===== src/hdl/djmc_pkg.sv =====
package djmc_pkg;

  localparam int unsigned CFG_W       = 15;
  localparam int unsigned CFG_INDEX_W = 1;

  localparam logic [CFG_INDEX_W-1:0] REG_TICK_PERIOD = 1'd0;
  localparam logic [CFG_INDEX_W-1:0] REG_THRESHOLD   = 1'd1;

  localparam logic [CFG_W-1:0] TICK_PERIOD_RESET = 15'd1;
  localparam logic [CFG_W-1:0] THRESHOLD_RESET   = 15'd40;

  typedef enum logic [2:0] {
    ST_IDLE    = 3'd0,
    ST_UP      = 3'd1,
    ST_DOWN    = 3'd2,
    ST_DB_UP   = 3'd3,
    ST_DB_DOWN = 3'd4
  } state_t;

  typedef struct packed {
    logic [2:0] motor_state;
    logic       running;
  } result_t;

  typedef struct packed {
    logic [CFG_W-1:0] tick_period_ms;
    logic [CFG_W-1:0] debounce_threshold_ms;
  } cfg_t;

endpackage


===== src/hdl/djmc_ifs.sv =====
interface djmc_button_if;
  logic valid;
  logic ready;
  logic up_pressed;
  logic down_pressed;

  modport source (output valid, output up_pressed, output down_pressed, input ready);
  modport sink (input valid, input up_pressed, input down_pressed, output ready);
endinterface

interface djmc_status_if;
  logic       valid;
  logic       ready;
  logic [2:0] motor_state;
  logic       running;

  modport source (output valid, output motor_state, output running, input ready);
  modport sink (input valid, input motor_state, input running, output ready);
endinterface


===== src/hdl/djmc_cfg.sv =====
module djmc_cfg (
  input  logic                             clk,
  input  logic                             rst,
  input  logic                             cfg_we,
  input  logic [djmc_pkg::CFG_INDEX_W-1:0] cfg_index,
  input  logic [djmc_pkg::CFG_W-1:0]       cfg_data,
  output djmc_pkg::cfg_t                   cfg
);

  always_ff @(posedge clk) begin
    if (rst) begin
      cfg.tick_period_ms        <= djmc_pkg::TICK_PERIOD_RESET;
      cfg.debounce_threshold_ms <= djmc_pkg::THRESHOLD_RESET;
    end else if (cfg_we) begin
      unique case (cfg_index)
        djmc_pkg::REG_TICK_PERIOD: cfg.tick_period_ms        <= cfg_data;
        djmc_pkg::REG_THRESHOLD:   cfg.debounce_threshold_ms <= cfg_data;
        default: ;
      endcase
    end
  end

endmodule


===== src/hdl/djmc_core.sv =====
module djmc_core #(
  parameter int unsigned TIME_WIDTH = 16
) (
  input  logic                clk,
  input  logic                rst,
  input  logic                step,
  input  logic                up,
  input  logic                down,
  input  djmc_pkg::cfg_t      cfg,
  output djmc_pkg::result_t   result
);

  localparam int unsigned SUM_W =
    ((TIME_WIDTH > djmc_pkg::CFG_W) ? TIME_WIDTH : djmc_pkg::CFG_W) + 1;

  djmc_pkg::state_t        state, state_next;
  logic                    up_tent, up_tent_next;
  logic                    down_tent, down_tent_next;
  logic [TIME_WIDTH-1:0]   elapsed, elapsed_next;

  logic                    decide;
  logic [SUM_W-1:0]        sum;
  logic [TIME_WIDTH-1:0]   elapsed_add;

  // Decision clears the accumulator before this tick's period is added.
  assign decide = SUM_W'(elapsed) >= SUM_W'(cfg.debounce_threshold_ms);
  assign sum    = (decide ? '0 : SUM_W'(elapsed)) + SUM_W'(cfg.tick_period_ms);
  assign elapsed_add = ((sum >> TIME_WIDTH) != '0) ? '1 : sum[TIME_WIDTH-1:0];

  always_comb begin
    state_next     = state;
    up_tent_next   = up_tent;
    down_tent_next = down_tent;
    elapsed_next   = elapsed;
    unique case (state)
      djmc_pkg::ST_IDLE: begin
        if (down) begin
          down_tent_next = 1'b1;
          state_next     = djmc_pkg::ST_DB_DOWN;
        end else if (up) begin
          up_tent_next = 1'b1;
          state_next   = djmc_pkg::ST_DB_UP;
        end
      end
      djmc_pkg::ST_UP: begin
        if (!up) begin
          up_tent_next = 1'b0;
          state_next   = djmc_pkg::ST_DB_UP;
        end
      end
      djmc_pkg::ST_DOWN: begin
        if (!down) begin
          down_tent_next = 1'b0;
          state_next     = djmc_pkg::ST_DB_DOWN;
        end
      end
      djmc_pkg::ST_DB_UP: begin
        elapsed_next = elapsed_add;
        if (decide) begin
          up_tent_next = up;
          state_next   = up ? djmc_pkg::ST_UP : djmc_pkg::ST_IDLE;
        end
      end
      djmc_pkg::ST_DB_DOWN: begin
        elapsed_next = elapsed_add;
        if (decide) begin
          down_tent_next = down;
          state_next     = down ? djmc_pkg::ST_DOWN : djmc_pkg::ST_IDLE;
        end
      end
      default: begin
        state_next     = djmc_pkg::ST_IDLE;
        up_tent_next   = 1'b0;
        down_tent_next = 1'b0;
      end
    endcase
  end

  always_comb begin
    result.motor_state = state_next;
    result.running     = (state_next == djmc_pkg::ST_UP) ||
                         (state_next == djmc_pkg::ST_DOWN);
  end

  always_ff @(posedge clk) begin
    if (rst) begin
      state     <= djmc_pkg::ST_IDLE;
      up_tent   <= 1'b0;
      down_tent <= 1'b0;
      elapsed   <= '0;
    end else if (step) begin
      state     <= state_next;
      up_tent   <= up_tent_next;
      down_tent <= down_tent_next;
      elapsed   <= elapsed_next;
    end
  end

  a_hold_without_step: assert property (@(posedge clk) disable iff (rst)
    !step |=> $stable(state) && $stable(elapsed) && $stable(up_tent) && $stable(down_tent))
    else $error("state changed without an item");

  a_idle_stays_idle: assert property (@(posedge clk) disable iff (rst)
    step && state == djmc_pkg::ST_IDLE && !up && !down |=> state == djmc_pkg::ST_IDLE)
    else $error("idle left with no button pressed");

  a_up_held: assert property (@(posedge clk) disable iff (rst)
    step && state == djmc_pkg::ST_UP && up |=> state == djmc_pkg::ST_UP)
    else $error("going up left while up held");

  a_moving_keeps_time: assert property (@(posedge clk) disable iff (rst)
    step && (state == djmc_pkg::ST_UP || state == djmc_pkg::ST_DOWN) |=> $stable(elapsed))
    else $error("accumulator moved outside debounce");

endmodule


===== src/hdl/debounced_jog_motor_control.sv =====
// Debounced jog control for a motor with an up and a down push button.
// button: one item per sampling tick carrying up_pressed and down_pressed
//   (1 = pressed). Accepted when valid and ready are both high.
// status: one item per accepted button item, in order, with the new
//   motor_state (0 idle, 1 up, 2 down, 3 debounce up, 4 debounce down)
//   and running (1 while going up or down).
// cfg_we/cfg_index/cfg_data: register 0 is tick_period_ms, register 1 is
//   debounce_threshold_ms, both 15 bits; write only while no item is in flight.
// Path: an accepted button item goes into the input register, then the state
//   update writes the result register, which drives status.
// Throughput: one item per cycle while status is not stalled; the state
//   update is a single compare and a saturating add, fed back to itself.
// Reset (rst, synchronous): state idle, tentative flags and accumulator
//   cleared, registers back to 1 ms and 40 ms, both stages empty.
// When status is stalled the result register holds; the input register
//   takes one more item, then button.ready drops until status drains.
module debounced_jog_motor_control #(
  parameter int unsigned TIME_WIDTH = 16
) (
  input  logic                             clk,
  input  logic                             rst,
  input  logic                             cfg_we,
  input  logic [djmc_pkg::CFG_INDEX_W-1:0] cfg_index,
  input  logic [djmc_pkg::CFG_W-1:0]       cfg_data,
  djmc_button_if.sink                      button,
  djmc_status_if.source                    status
);

  djmc_pkg::cfg_t    cfg;
  djmc_pkg::result_t result;

  logic s1_valid;
  logic s1_up;
  logic s1_down;
  logic advance;
  logic out_valid;
  djmc_pkg::result_t out_data;

  assign advance      = s1_valid && (!out_valid || status.ready);
  assign button.ready = !s1_valid || advance;

  djmc_cfg u_cfg (
    .clk       (clk),
    .rst       (rst),
    .cfg_we    (cfg_we),
    .cfg_index (cfg_index),
    .cfg_data  (cfg_data),
    .cfg       (cfg)
  );

  djmc_core #(
    .TIME_WIDTH (TIME_WIDTH)
  ) u_core (
    .clk    (clk),
    .rst    (rst),
    .step   (advance),
    .up     (s1_up),
    .down   (s1_down),
    .cfg    (cfg),
    .result (result)
  );

  always_ff @(posedge clk) begin
    if (rst) begin
      s1_valid <= 1'b0;
    end else if (button.ready) begin
      s1_valid <= button.valid;
    end
  end

  always_ff @(posedge clk) begin
    if (button.valid && button.ready) begin
      s1_up   <= button.up_pressed;
      s1_down <= button.down_pressed;
    end
  end

  always_ff @(posedge clk) begin
    if (rst) begin
      out_valid <= 1'b0;
    end else if (advance) begin
      out_valid <= 1'b1;
    end else if (status.ready) begin
      out_valid <= 1'b0;
    end
  end

  always_ff @(posedge clk) begin
    if (advance) begin
      out_data <= result;
    end
  end

  assign status.valid       = out_valid;
  assign status.motor_state = out_data.motor_state;
  assign status.running     = out_data.running;

  a_item_kept: assert property (@(posedge clk) disable iff (rst)
    s1_valid && !advance |=> s1_valid)
    else $error("input item dropped while stalled");

  a_advance_fills_out: assert property (@(posedge clk) disable iff (rst)
    advance |=> out_valid)
    else $error("processed item has no result");

  a_no_overwrite: assert property (@(posedge clk) disable iff (rst)
    out_valid && !status.ready |-> !advance)
    else $error("result overwritten while stalled");

endmodule


===== src/flat_wrapper.sv =====
// flat-port wrapper written by rule: the top's interface ports become plain ports
module debounced_jog_motor_control_flat 
#(
  parameter int unsigned TIME_WIDTH = 16
)
  (clk, rst, cfg_we, cfg_index, cfg_data, button_valid, button_up_pressed, button_down_pressed, button_ready, status_valid, status_motor_state, status_running, status_ready);
  djmc_button_if button_i ();
  djmc_status_if status_i ();
  input  logic clk;
  input  logic rst;
  input  logic cfg_we;
  input  logic [djmc_pkg::CFG_INDEX_W-1:0] cfg_index;
  input  logic [djmc_pkg::CFG_W-1:0] cfg_data;
  input wire logic [$bits(button_i.valid)-1:0] button_valid;
  input wire logic [$bits(button_i.up_pressed)-1:0] button_up_pressed;
  input wire logic [$bits(button_i.down_pressed)-1:0] button_down_pressed;
  output wire logic [$bits(button_i.ready)-1:0] button_ready;
  output wire logic [$bits(status_i.valid)-1:0] status_valid;
  output wire logic [$bits(status_i.motor_state)-1:0] status_motor_state;
  output wire logic [$bits(status_i.running)-1:0] status_running;
  input wire logic [$bits(status_i.ready)-1:0] status_ready;
  assign button_i.valid = button_valid;
  assign button_i.up_pressed = button_up_pressed;
  assign button_i.down_pressed = button_down_pressed;
  assign button_ready = button_i.ready;
  assign status_valid = status_i.valid;
  assign status_motor_state = status_i.motor_state;
  assign status_running = status_i.running;
  assign status_i.ready = status_ready;
  debounced_jog_motor_control #(.TIME_WIDTH(TIME_WIDTH)) u_core (.clk(clk), .rst(rst), .cfg_we(cfg_we), .cfg_index(cfg_index), .cfg_data(cfg_data), .button(button_i), .status(status_i));
endmodule

===== config.mk =====
export PLATFORM = sky130hd
export DESIGN_NAME = debounced_jog_motor_control_flat
export DESIGN_NICKNAME = d
export VERILOG_FILES = /design/src/hdl/djmc_pkg.sv /design/src/hdl/djmc_ifs.sv /design/src/hdl/djmc_cfg.sv /design/src/hdl/djmc_core.sv /design/src/hdl/debounced_jog_motor_control.sv /design/src/flat_wrapper.sv
export SDC_FILE = /design/constraint.sdc
export NUM_CORES = 1
export LEC_CHECK = 0
export BUFFER_PORTS_ARGS = -buffer_cell sky130_fd_sc_hd__buf_4
export CORE_ASPECT_RATIO = 1.25
export CORE_UTILIZATION = 60
export DETAILED_ROUTE_END_ITERATION = 7
export PLACE_DENSITY = 0.82
export SYNTH_ARGS = -nofsm -noshare
export SYNTH_HDL_FRONTEND = slang
export SYNTH_SLANG_ARGS = --single-unit

===== constraint.sdc =====
create_clock -name clk -period 4.41 [get_ports clk]
set_input_delay 0.6615 -clock clk [delete_from_list [all_inputs] [get_ports clk]]
set_output_delay 0.6615 -clock clk [all_outputs]
set_load 0.02 [all_outputs]

==> reports/metrics.yaml, run 1 <==
run_status:
  status: "completed"
finish:
  nNetsFinal: 500
  antenna_cells: 0
  syn_to_final_growth_pct: 12.79
  final_cells: 515
  fillCellCount: 467
  layout-drive-gt1-share_pct: 12.86
setup_path:
  cp.arrival_ns: 4.28
  slowest_delay_ns: 0.55
  crit_path_top_delay_cell: "or4_1"
  critical_path.max_fanout: 8
  start_kind: "flop"
  critPathCaptureType: "flop"
  crit_chain: "inv_1 -> ha_1 -> nand2_1 -> or4_1 -> o21ai_2 -> a2111oi_4 -> buf_4 -> and2_1 -> ha_1 -> fa_1 -> a211oi_1 -> o211ai_1 -> a21boi_0 -> a21oi_1 -> xnor2_1 -> a211oi_1"
  cp.required_ns: 4.67
  critPathKind: "flop to flop"
synthesis:
  synth_warnings: 0
  ys_dominant_reg_cell: "dfxtp_1"
  syn_nets: 477
  synth.distinct_cells: 49
  synthCells: 423
  yosys.area.top_type: "dfxtp_1"
  ys_seq_elements: 57
  ys_seq_area_share_pct: 35.69
  ys_async_sr_fraction_pct: 0
  synth_edf_count: 6
  yosysTopAreaCellShare_pct: 30.33
  synth_area_um2: 3366
  netlist_top_cells_count: "95 x nand2_1, 59 x a21oi_1, 51 x dfxtp_1, 30 x ha_1, 23 x nor2_1"
  syn_area_per_cell_um2: 7.957
  yosys-top-cells-area: "dfxtp_1 30%, ha_1 11%, nand2_1 11%"
  synth.most_common_cell: "nand2_1"
die:
  die_area_um2: 5915
  die_h_um: 85.74
  ioPinCount: 29
  start_util_pct: 62.27
  core_um2: 5405
  die_width_um: 68.99
  rows: 30
global_routing:
  grt_max_degree: 52
  grt_use_total_pct: 30.46
  grt_pass1_wl_um: 13150
  overflow: 0
  grt_pass1_vias: 2856
  antenna_found_initial: 0
cts:
  cts_sinks: 57
  cts_made_buffers: 9
  clockRootBuffer: "clkbuf_8"
  insertion_delay_ns: 0.35
  cts_hold_buf: 0
  path_clk_slew_ns: 0.06
  htree_levels: 3
  clockBufferDepth: 2
  cts_tree: "yes"
timing:
  drv_slew: 0
  setup_viol: 0
  fin_ws_ns: 0.3803
  rsz0062_at_grt: "false"
  holdWs_ns: 0.4542
  timing_hold_violations_final: 0
  fin_skew_ns: 0.01117
  relSlewSlack_pct: 26.39
  fin_crit_sh_pct: 91.38
  tightest_slew_ns: 1.102
  tns_ns: 0
  period_needed_ns: 4.030
  max_freq_mhz: 248.2
detailed_routing:
  wl_um: 7757
  wl_per_cell_um: 15.06
  dr.pass1.iters: 4
  drt_iter0_drc: 197
  drc: 0
  vias: 2985
  via_per_inst: 5.796
  detail-route-antenna-nets: 0
placement:
  place.port_buffers: 28
  dp.cells: 497
  hpwl_um: 5629
  dp_slack_ns: 0.2958
  place_congestion: 0.9206
power:
  power_mw: 1.265
  power_density_nw_per_um2: 333.4
  p_leak_nw: 1.593
  vdd_ir_drop_max_uv: 312.2
min_path:
  min_path_type: "flop to flop"
run:
  max-cap-violations: 0
[through the flow]
stage | util (%) | instance area [um2]
finish | 70.23 | 3796
CTS | 69.95 | 3781
floorplan | - | 3366
detailed placement | 66.34 | 3586
global placement | 66.34 | 3586
global route | 70.23 | 3796
[worst max-delay path: cells and delay by family, from the launching register on]
kind	cells	cell delay, ns
AND/OR/NAND/NOR	3	0.80
flip-flops	1	0.33
AO/OA/AOI/OAI	7	1.50
XOR/XNOR	1	0.14
adder cells (fa/ha/maj)	3	0.95
buffers and inverters	2	0.22
[where the power goes]
part | internal [mW] | total [mW] | switching, mW
registers | 0.553 | 0.581 | 0.0279
logic | 0.0861 | 0.198 | 0.112
clock network | 0.272 | 0.487 | 0.215
total | 0.911 | 1.27 | 0.355
[repair_timing]
action                     CTS  global route
setup endpoints to repair    0             3
resized for setup            0             0
setup buffers                0             2
[cells in the final DEF, fill, tap and decap left out, types with 3 or more instances in the layout]
master,instances
a211oi_1,9
a21o_1,4
a21oi_1,59
and2_1,13
and2_2,5
buf_4,32
clkbuf_8,10
clkinv_2,4
dfxtp_1,51
edfxtp_1,6
ha_1,30
inv_1,21
nand2_1,95
nand2b_1,7
nand3_1,4
nand3b_1,4
nor2_1,23
nor2b_1,3
nor3_1,3
nor4_1,3
o211ai_1,4
o21a_1,3
o21ai_0,12
xnor2_1,9
xor2_1,3
[kinds of logic after synthesis]
| family | share of synthesized area [%] |
|---|---|
| AO/OA/AOI/OAI | 21.30 |
| AND/OR/NAND/NOR | 23.27 |
| adder cells (fa/ha/maj) | 11.75 |
| XOR/XNOR | 3.123 |
| flip-flops | 35.69 |
| buffers and inverters | 4.870 |
[sequential cells by signal, indices dropped and copies added, names as in the netlist]
| name | flops |
|---|---|
| u_core.s1_up | 1 |
| u_core.status.motor_state | 3 |
| u_core.s1_down | 1 |
| u_core.u_cfg.cfg | 30 |
| u_core.s1_valid | 1 |
| u_core.u_core.state | 3 |
| u_core.status.running | 1 |
| u_core.u_core.elapsed | 16 |
| u_core.status.valid | 1 |
[path summary, 6_finish.rpt]
| path | startpoint | end | slack (ns) | depth (start not counted) |
|---|---|---|---|---|
| worst min register to register | u_core.u_cfg.cfg[11] | u_core.u_cfg.cfg[11] | 0.45 | 2 |
| worst max register to register | u_core.u_cfg.cfg[7] | u_core.u_core.elapsed[12] | 0.38 | 16 |
| worst min-delay path | u_core.u_cfg.cfg[11] | u_core.u_cfg.cfg[11] | 0.45 | 2 |
| worst max-delay path | u_core.u_cfg.cfg[7] | u_core.u_core.elapsed[12] | 0.38 | 16 |
[final cells by class]
class                      count  area, um2  share of cell area (%)
clock buffer                  10      137.6                   3.626
clock inverter                 6      57.56                   1.516
timing repair buffer          32      240.2                   6.328
tap                           64      80.08                   2.109
multi-input combinational    325       2001                   52.70
inverter                      21      78.83                   2.076
sequential                    57       1201                   31.64
[per-layer routing]
layer | GRT usage (%) | vias to the layer above | routed length (um)
met5 | 0 | - | 0
met4 | 16.33 | 0 | 210
met3 | 6.915 | 20 | 254
met2 | 51.28 | 63 | 4131
met1 | 34.53 | 1396 | 3161
li1 | - | 1506 | -
(Power assumes the default switching activity.)
==> run 2, diff against run 1 <==
--- a/config.mk
+++ b/config.mk
@@ -6,8 +6,10 @@
 export NUM_CORES = 1
 export LEC_CHECK = 0
 export BUFFER_PORTS_ARGS = -buffer_cell sky130_fd_sc_hd__buf_4
+export CELL_PAD_IN_SITES_DETAIL_PLACEMENT = 1
+export CELL_PAD_IN_SITES_GLOBAL_PLACEMENT = 1
 export CORE_ASPECT_RATIO = 1.25
-export CORE_UTILIZATION = 60
+export CORE_UTILIZATION = 45
 export DETAILED_ROUTE_END_ITERATION = 7
 export PLACE_DENSITY = 0.82
 export SYNTH_ARGS = -nofsm -noshare
==> reports/metrics.yaml, run 2 (same netlist as run 1, synthesis figures left out) <==
run_status:
  status: "completed"
detailed_routing:
  dr.max_layer_used: "met4"
  drt_iter0_drc: 133  # -32%
  wl_met2_um: 4601  # +11%
  detail-route-antenna-nets: 0  # unchanged
  wl_um: 8713  # +12%
  dr.pass1.iters: 4  # unchanged
  drc: 0  # unchanged
  via_per_inst: 5.569  # -3.9%
  vias: 3007  # +0.74%
  wl_per_cell_um: 16.14  # +7.1%
  wl_met3_um: 188  # -26%
  m1WireLength_um: 3761  # +19%
global_routing:
  grt_pass1_wl_um: 14720  # +12%
  grt_max_degree: 52  # unchanged
  grt_pass1_vias: 3090  # +8.2%
  antenna_found_initial: 0  # unchanged
  overflow: 0  # unchanged
  grt_use_total_pct: 24.61  # -5.8 points
finish:
  syn_to_final_growth_pct: 14.54
  fillCellCount: 857  # +84%
  layout_common_cells: "95 x nand2_1, 59 x a21oi_1, 51 x dfxtp_1"
  final_cells: 540  # +4.9%
  seq_area_um2: 1201  # unchanged
  nNetsFinal: 499  # -0.20%
  final_common_cell: "nand2_1"
  post-route-util_pct: 54.26  # -16 points
  layout-drive-gt1-share_pct: 12.89  # +0.029 points
  largestRegisters: "u_core.u_cfg.cfg (30), u_core.u_core.elapsed (16)"
  largest_register_ffs: 30  # unchanged
  fin_area_um2: 3855  # +1.5%
  multi_input_area_um2: 2007  # +0.31%
  antenna_cells: 0  # unchanged
  largest_register: "u_core.u_cfg.cfg"
cts:
  clockBufferDepth: 2  # unchanged
  htree_levels: 3  # unchanged
  clockRootBuffer: "clkbuf_8"
  path_clk_slew_ns: 0.08  # +0.02 ns
  insertion_delay_ns: 0.36  # about the same
  cts_tree: "yes"
  cts_made_buffers: 9  # unchanged
  cts_sinks: 57  # unchanged
setup_path:
  crit_path_top_delay_cell: "or4_1"
  critical_path.max_fanout: 6  # -2
  cp.arrival_ns: 4.26  # -0.02 ns
  critPathKind: "flop to flop"
  cp.required_ns: 4.67  # about the same
  ff2ff_path_depth: 15  # -1
  worstSetupEndpoint: "u_core.u_core.elapsed[12]"
  crit_chain: "inv_1 -> ha_1 -> nand2_1 -> or4_1 -> o21ai_2 -> a2111oi_4 -> and2_1 -> ha_1 -> fa_1 -> a211oi_1 -> o211ai_1 -> a21boi_0 -> a21oi_1 -> xnor2_1 -> a211oi_1"
  r2r_setup_slack_ns: 0.41  # +0.03 ns
  critPathCaptureType: "flop"
  startpoint: "u_core.u_cfg.cfg[7]"
  slowest_delay_ns: 0.54  # about the same
  worstReg2RegStart: "u_core.u_cfg.cfg[7]"
  start_kind: "flop"
  timing.rr.end: "u_core.u_core.elapsed[12]"
die:
  die_area_um2: 7832  # +32%
  die_width_um: 79.36  # +15%
  rows: 34  # +13%
  ioPinCount: 29  # unchanged
  start_util_pct: 47.38  # -15 points
  die_h_um: 98.69  # +15%
  core_um2: 7104  # +31%
placement:
  placed_area_um2: 3626  # +1.1%
  hpwl_um: 6275  # +11%
  dp.cells: 524  # +5.4%
  place.port_buffers: 28  # unchanged
  place_congestion: 0.8416  # -8.6%
  dp_slack_ns: 0.3956  # +0.09981 ns
timing:
  rsz0062_at_grt: "false"
  max_freq_mhz: 250.2  # +0.83%
  fin_crit_sh_pct: 90.63  # -0.75 points
  tns_ns: 0  # unchanged
  period_needed_ns: 3.997  # -0.03306 ns
  fin_ws_ns: 0.4134  # +0.03307 ns
  tightest_slew_ns: 1.235  # +0.1334 ns
  fin_skew_ns: 0.01613  # +0.004960 ns
  timing_hold_violations_final: 0  # unchanged
  holdWs_ns: 0.4602  # +0.005983 ns
  setup_viol: 0  # unchanged
  relSlewSlack_pct: 17.47  # -8.9 points
  drv_slew: 0  # unchanged
power:
  p_leak_nw: 1.597  # +0.25%
  vdd_ir_drop_max_uv: 213.8  # -32%
  power_mw: 1.327  # +4.9%
  power_density_nw_per_um2: 344.3  # +3.3%
run:
  max-cap-violations: 0  # unchanged
min_path:
  min_path_type: "flop to flop"
## run 2: cell count changes in the layout (fill, tap and decap cells not counted), sizes merged
cell and change:
clkbuf +1, buf -1, clkinv -3, inv +1, clkinvlp +1
## run 2: final cells by class
type / count / area share, %
Sequential cell: 57 / 31.16
Tap cell: 90 / 2.921
Clock inverter: 5 / 1.558
Multi-Input combinational cell: 325 / 52.06
Inverter: 21 / 2.045
Clock buffer: 11 / 4.219
Timing Repair Buffer: 31 / 6.037
## run 2: report_power, final
part	switching, mW	internal, mW
Clock	0.236	0.311
Combinational	0.114	0.0843
Sequential	0.0285	0.552
## run 2: worst min-delay path by stage
| stage | startpoint | endpoint | slack [ns] | cells after the start |
|---|---|---|---|---|
| finish | u_core.u_cfg.cfg[11] | u_core.u_cfg.cfg[11] | 0.46 | 2 |
| global placement | u_core.u_cfg.cfg[12] | u_core.u_cfg.cfg[12] | 0.44 | 2 |
| CTS | u_core.u_cfg.cfg[11] | u_core.u_cfg.cfg[11] | 0.46 | 2 |
| detailed placement | u_core.u_cfg.cfg[11] | u_core.u_cfg.cfg[11] | 0.45 | 2 |
| floorplan | u_core.u_cfg.cfg[10] | u_core.u_cfg.cfg[10] | 0.44 | 2 |
| global route | button_up_pressed | u_core.s1_up | 0.47 | 1 |
## run 2: routing by layer
metal	GRT usage [%]	up-vias
met5	0	-
met4	11.89	0
met3	4.259	13
met2	43.04	34
met1	28.64	1454
li1	-	1506
## run 2: repair_timing
action	in CTS	in global routing
gates resized for setup	0	1
hold buffers	0	0
setup buffers	0	0
setup endpoints to repair	0	1
## run 2: critical path: cells and delay by family, from the launching register on
| family | cells | cell delay (ns) |
|---|---|---|
| adders and majority gates | 3 | 0.95 |
| xor gates and xnor gates | 1 | 0.15 |
| AOI/OAI and AO/OA | 7 | 1.63 |
| DFF | 1 | 0.33 |
| buffers and inverters | 1 | 0.05 |
| and+or+nand+nor | 3 | 0.80 |
